===== config.mk =====
export PLATFORM = sky130hd
export DESIGN_NAME = eda_round
export DESIGN_NICKNAME = d
export VERILOG_FILES = /design/src/hdl/eda_pkg.sv /design/src/hdl/eda_round.sv
export SDC_FILE = /design/constraint.sdc
export NUM_CORES = 1
export LEC_CHECK = 0
export ABC_AREA = 1
export BUFFER_PORTS_ARGS = -buffer_cell sky130_fd_sc_hd__buf_2
export CORE_MARGIN = 1.5
export CORE_UTILIZATION = 35
export CTS_CLUSTER_SIZE = 28
export DETAILED_ROUTE_END_ITERATION = 16
export GPL_ROUTABILITY_DRIVEN = 1
export PLACE_DENSITY_LB_ADDON = 0.1
export SYNTH_ARGS = -nofsm -noshare
export SYNTH_HDL_FRONTEND = slang
export SYNTH_SLANG_ARGS = --single-unit
export TNS_END_PERCENT = 20

===== constraint.sdc =====
create_clock -name clk -period 8 [get_ports clk]
set_clock_uncertainty 0.2 [all_clocks]
set_input_delay 2 -clock clk [delete_from_list [all_inputs] [get_ports clk]]
set_output_delay 2 -clock clk [all_outputs]
set_load 0.01 [all_outputs]

===== src/hdl/eda_pkg.sv =====
// Package with types, constants and helper functions for the Elephant Delirium AEAD block.
package eda_pkg;

    // Geometry of the permutation state and the nonce.
    localparam int BLK         = 25;
    localparam int NONCE_BYTES = 12;
    localparam int MAX_ROUNDS  = 18;

    // Input opcodes.
    localparam logic [1:0] OP_AD_BYTE  = 2'd0;
    localparam logic [1:0] OP_AD_END   = 2'd1;
    localparam logic [1:0] OP_MSG_BYTE = 2'd2;
    localparam logic [1:0] OP_FINISH   = 2'd3;

    // Configuration register indexes.
    localparam logic [2:0] REG_KEY_LOW    = 3'd0;
    localparam logic [2:0] REG_KEY_HIGH   = 3'd1;
    localparam logic [2:0] REG_NONCE_LOW  = 3'd2;
    localparam logic [2:0] REG_NONCE_HIGH = 3'd3;
    localparam logic [2:0] REG_ENC_MODE   = 3'd4;

    typedef logic [BLK*8-1:0] state_t;

    typedef struct packed {
        logic [1:0] opcode;
        logic [7:0] data_byte;
    } in_item_t;

    typedef struct packed {
        logic [7:0] out_byte;
        logic       out_kind;
        logic       last;
    } out_item_t;

    // Sequencer states of the top level.
    typedef enum logic [3:0] {
        ST_IDLE,
        ST_KEY_PERM,
        ST_DISPATCH,
        ST_ABS_PERM,
        ST_AFTER_ABS,
        ST_KS_PERM,
        ST_MSG_OUT,
        ST_TAG_OUT
    } seq_state_t;

    // Why an absorb was started, which decides what follows it.
    typedef enum logic [1:0] {
        AB_AD_FULL,
        AB_AD_END,
        AB_MSG_FULL,
        AB_FINISH
    } abs_kind_t;

    typedef logic [7:0] rc_table_t [MAX_ROUNDS];
    localparam rc_table_t ROUND_CONST = '{
        8'h01, 8'h82, 8'h8a, 8'h00, 8'h8b, 8'h01, 8'h81, 8'h09, 8'h8a,
        8'h88, 8'h09, 8'h0a, 8'h8b, 8'h8b, 8'h89, 8'h03, 8'h02, 8'h80
    };

    typedef logic [2:0] rho_table_t [BLK];
    localparam rho_table_t RHO_OFF = '{
        3'd0, 3'd1, 3'd6, 3'd4, 3'd3, 3'd4, 3'd4, 3'd6, 3'd7, 3'd4, 3'd3, 3'd2, 3'd3,
        3'd1, 3'd7, 3'd1, 3'd5, 3'd7, 3'd5, 3'd0, 3'd2, 3'd2, 3'd5, 3'd0, 3'd6
    };

    // Rotate a byte left by a small amount.
    function automatic logic [7:0] rotl8(input logic [7:0] v, input logic [2:0] r);
        logic [15:0] w;
        begin
            w = {v, v} << r;
            rotl8 = w[15:8];
        end
    endfunction

    // One LFSR step of the mask chain: shift down one byte, new byte on top.
    function automatic state_t mask_next(input state_t s);
        logic [7:0] fb;
        begin
            fb = rotl8(s[7:0], 3'd1) ^ rotl8(s[23:16], 3'd1) ^ {s[110:104], 1'b0};
            mask_next = {fb, s[BLK*8-1:8]};
        end
    endfunction

endpackage


===== src/hdl/eda_round.sv =====
// One Keccak-f[200] round engine, iterated over the permutation's rounds.
module eda_round #(
    parameter int ROUNDS = 18
) (
    input  logic            clk,
    input  logic            rst_n,
    input  logic            start,
    input  eda_pkg::state_t din,
    output logic            done,
    output eda_pkg::state_t dout
);

    localparam int RW = $clog2(eda_pkg::MAX_ROUNDS + 1);

    eda_pkg::state_t s_reg, s_next;
    logic [RW-1:0]   rnd_reg, rnd_next;
    logic            busy_reg, busy_next;
    logic            done_reg, done_next;

    // Combinational round: theta, rho, pi, chi, iota.
    always_comb
    begin
        logic [7:0] c [5];
        logic [7:0] d [5];
        logic [7:0] a [25];
        logic [7:0] t [25];
        for (int x = 0; x < 5; x++)
        begin
            c[x] = s_reg[8*x +: 8] ^ s_reg[8*(x+5) +: 8] ^ s_reg[8*(x+10) +: 8]
                 ^ s_reg[8*(x+15) +: 8] ^ s_reg[8*(x+20) +: 8];
        end
        for (int x = 0; x < 5; x++)
        begin
            d[x] = eda_pkg::rotl8(c[(x+1)%5], 3'd1) ^ c[(x+4)%5];
        end
        for (int i = 0; i < 25; i++)
        begin
            a[i] = eda_pkg::rotl8(s_reg[8*i +: 8] ^ d[i%5], eda_pkg::RHO_OFF[i]);
        end
        for (int x = 0; x < 5; x++)
        begin
            for (int y = 0; y < 5; y++)
            begin
                t[y + 5*((2*x + 3*y) % 5)] = a[x + 5*y];
            end
        end
        s_next = s_reg;
        for (int y = 0; y < 5; y++)
        begin
            for (int x = 0; x < 5; x++)
            begin
                s_next[8*(x+5*y) +: 8] = t[x+5*y] ^ (~t[(x+1)%5 + 5*y] & t[(x+2)%5 + 5*y]);
            end
        end
        s_next[7:0] = s_next[7:0] ^ eda_pkg::ROUND_CONST[rnd_reg[4:0]];

        rnd_next  = rnd_reg;
        busy_next = busy_reg;
        done_next = 1'b0;
        if (start)
        begin
            s_next    = din;
            rnd_next  = '0;
            busy_next = 1'b1;
        end
        else if (busy_reg)
        begin
            rnd_next = rnd_reg + RW'(1);
            if (rnd_reg == RW'(ROUNDS - 1))
            begin
                busy_next = 1'b0;
                done_next = 1'b1;
            end
        end
        else
        begin
            s_next = s_reg;
        end
    end

    // State and round counter registers.
    always_ff @(posedge clk or negedge rst_n)
    begin
        if (!rst_n)
        begin
            rnd_reg  <= '0;
            busy_reg <= 1'b0;
            done_reg <= 1'b0;
        end
        else
        begin
            rnd_reg  <= rnd_next;
            busy_reg <= busy_next;
            done_reg <= done_next;
        end
    end

    always_ff @(posedge clk)
    begin
        s_reg <= s_next;
    end

    assign done = done_reg;
    assign dout = s_reg;

endmodule


==> impl_metrics.csv <==
group,metric,value,unit
synth,ys_top_cells_by_area,"nand2_1, edfxtp_1, nand3_1",
critical_path,required,8.03,ns
clock_network,cts_hold_buf,0,
detailed_routing,wl_per_cell,22.8,µm
detailed_routing,vias_per_cell,5.21,
synth,synth_warnings,0,
synth,synth_cells,3275,
final_layout,largest_reg_flops,200,
final_layout,area_growth,19.3,%
placement,gp_congestion,1.00,
floorplan,die_width,240,µm
clock_network,htree_num_levels,1,
final_layout,seq_area,6180,µm²
sta,fin_crit_sh,53.3,%
clock_network,clock_latency,0.60,ns
critical_path,endpoint_kind,"flop",
clock_network,cts.sinks,207,
synth,synth_cell_type_count,28,
synth,synth.avg_cell_area,6.00,µm²
floorplan,core_region_area,55300,µm²
detailed_routing,first_pass_iters,6,
clock_network,path_clk_slew,0.06,ns
critical_path,start_kind,"input port",
final_layout,multi_input_area,12300,µm²
synth,netlist.area_leader.share,36.5,%
sta,tns,0,ns
sta,fmaxAchievable,0.234,GHz
synth,syn_area,19600,µm²
synth,synth_fp_nets,3483,
floorplan,row_count,86,
global_routing,grt_pass1_vias,19990,
sta,setup_violations,0,
synth,synth_common_cells,"nand2_1, nand3_1, inv_1, edfxtp_1, xor2_1",
global_routing,grt_usage,34.1,%
sta,max_slew_margin,32.1,%
outcome,status,"complete, no violations",
detailed_routing,vias,23104,
job,maxCapViolations,0,
synth,yosys.area.top_type,"nand2_1",
sta,finalCriticalPeriod,4.26,ns
clock_network,cts_made_buffers,29,
sta,drv_slew,0,
critical_path,worstPathMaxFanout,96,
clock_network,cts_max_path_buffers,3,
placement,portBuffers,403,
final_layout,diodes,0,
final_layout,finalNetCount,3877,
placement,place_hpwl,82.5,mm
sta,rsz0062_at_grt,"false",
detailed_routing,ant_nets,0,
clock_network,cts_resized,0,
synth,ys_seq_area_share,31.5,%
global_routing,grt_overflow,0,
floorplan,die_area,57600,µm²
floorplan,start_util,35.5,%
global_routing,antenna_found_initial,0,
sta,tightestPinTransition,1.02,ns
detailed_routing,wirelength,101,mm
clock_network,cts_tree,"built",
global_routing,grt_max_degree,97,
synth,synth-async-reset-ratio,3.38,%
critical_path,arrival,4.30,ns
synth,ys.flop_type,"edfxtp_1",
synth,ys_ff_latch,207,
detailed_routing,drc,0,
sta,hold_viol,0,
hold_path,hold_path_class,"flop to flop",
clock_network,cts_root_buf,"clkbuf_16",
final_layout,drive_gt1_share,14.5,%
critical_path,critPathKind,"input port to flop",
synth,synth_edf_count,200,
floorplan,ios,404,
detailed_routing,drt_iter0_drc,2598,
final_layout,fill_cells,6134,
clock_network,cts_setup_buffers,0,
synth,yosysMostFrequentCell,"nand2_1",
floorplan,fp.dieH,240,µm
global_routing,grt_pass1_wl,140,mm
-- placed cells by master, fill, tap and decap left out, types with 2 or more instances in the layout --
cell       count
a21oi_1        5
nand2_2       50
nand3b_1       3
inv_1        263
edfxtp_1     200
buf_12         2
xor2_1       112
clkbuf_8       5
nor3_1         4
o21ai_0       65
xnor2_2        2
buf_2        402
clkinv_2       7
xnor2_1       47
o21ai_1        6
xor2_2         8
buf_4          4
ha_1           5
clkbuf_1       6
dfrtp_1        7
nand2_1     1909
o211ai_1       2
nor2_1        11
inv_6          2
inv_2          9
nand2_4       11
nand3_1      504
clkbuf_16     29
bufinv_16      2
-- layer usage --
layer,vias up,GRT usage [%],routed length (µm)
met1,10623,46.9,42500
met4,0,14.5,4780
li1,11161,-,-
met3,175,4.56,9510
met2,1145,53.7,44400
met5,-,0,0
-- stage by stage --
step | hold slack, ns | instance area (µm²) | instances | utilization (%) | setup WS [ns]
after floorplan | 0.305 | 19600 | 3275 | - | 0.546
after global placement | 0.359 | 22500 | 4386 | 40.7 | 3.15
after detailed placement | 0.364 | 22500 | 4386 | 40.7 | 3.16
after CTS | 0.379 | 23400 | 4437 | 42.4 | 3.77
after global routing | 0.412 | 23400 | 4437 | 42.4 | 3.59
final | 0.377 | 23400 | 4437 | 42.4 | 3.74
-- logic make-up (layout without fill, tap and decap cells) --
group                    count (synthesis)  in the layout  share of synthesized area [%]
AO/OA/AOI/OAI                           80             80                           2.08
XOR/XNOR                               169            169                           7.92
adder cells (fa/ha/maj)                  5              5                          0.318
buffers and inverters                  319            733                           6.13
flip-flops                             207            207                           31.5
AND/OR/NAND/NOR                       2495           2495                           52.1
-- worst max-delay path, stage by stage --
cell and delay (ns):
buf_6 0.37, inv_6 0.39, nand2_4 0.85, buf_12 0.44
-- area by class of cell --
| cell class | count | share of cell area [%] |
|---|---|---|
| multi-input combinational | 2749 | 52.4 |
| sequential | 207 | 26.4 |
| timing repair buffer | 409 | 8.93 |
| inverter | 273 | 4.39 |
| tap | 748 | 3.99 |
| clock buffer | 40 | 3.49 |
| clock inverter | 11 | 0.459 |
-- worst paths after layout --
| check | from | endpoint | slack, ns | cells past startpoint |
|---|---|---|---|---|
| min reg2reg | busy_reg | busy_reg | 0.38 | 2 |
| max | start | dout[113] | 3.74 | 4 |
| min in group asynchronous | rst_n | done | 1.04 | 1 |
| max in group asynchronous | rst_n | rnd_reg[2] | 6.39 | 1 |
| min | busy_reg | busy_reg | 0.38 | 2 |
| max reg2reg | dout[95] | dout[43] | 4.54 | 12 |
Power is not shown: default switching activity piles up to over one toggle a cycle in this logic, so the estimate is an artifact.
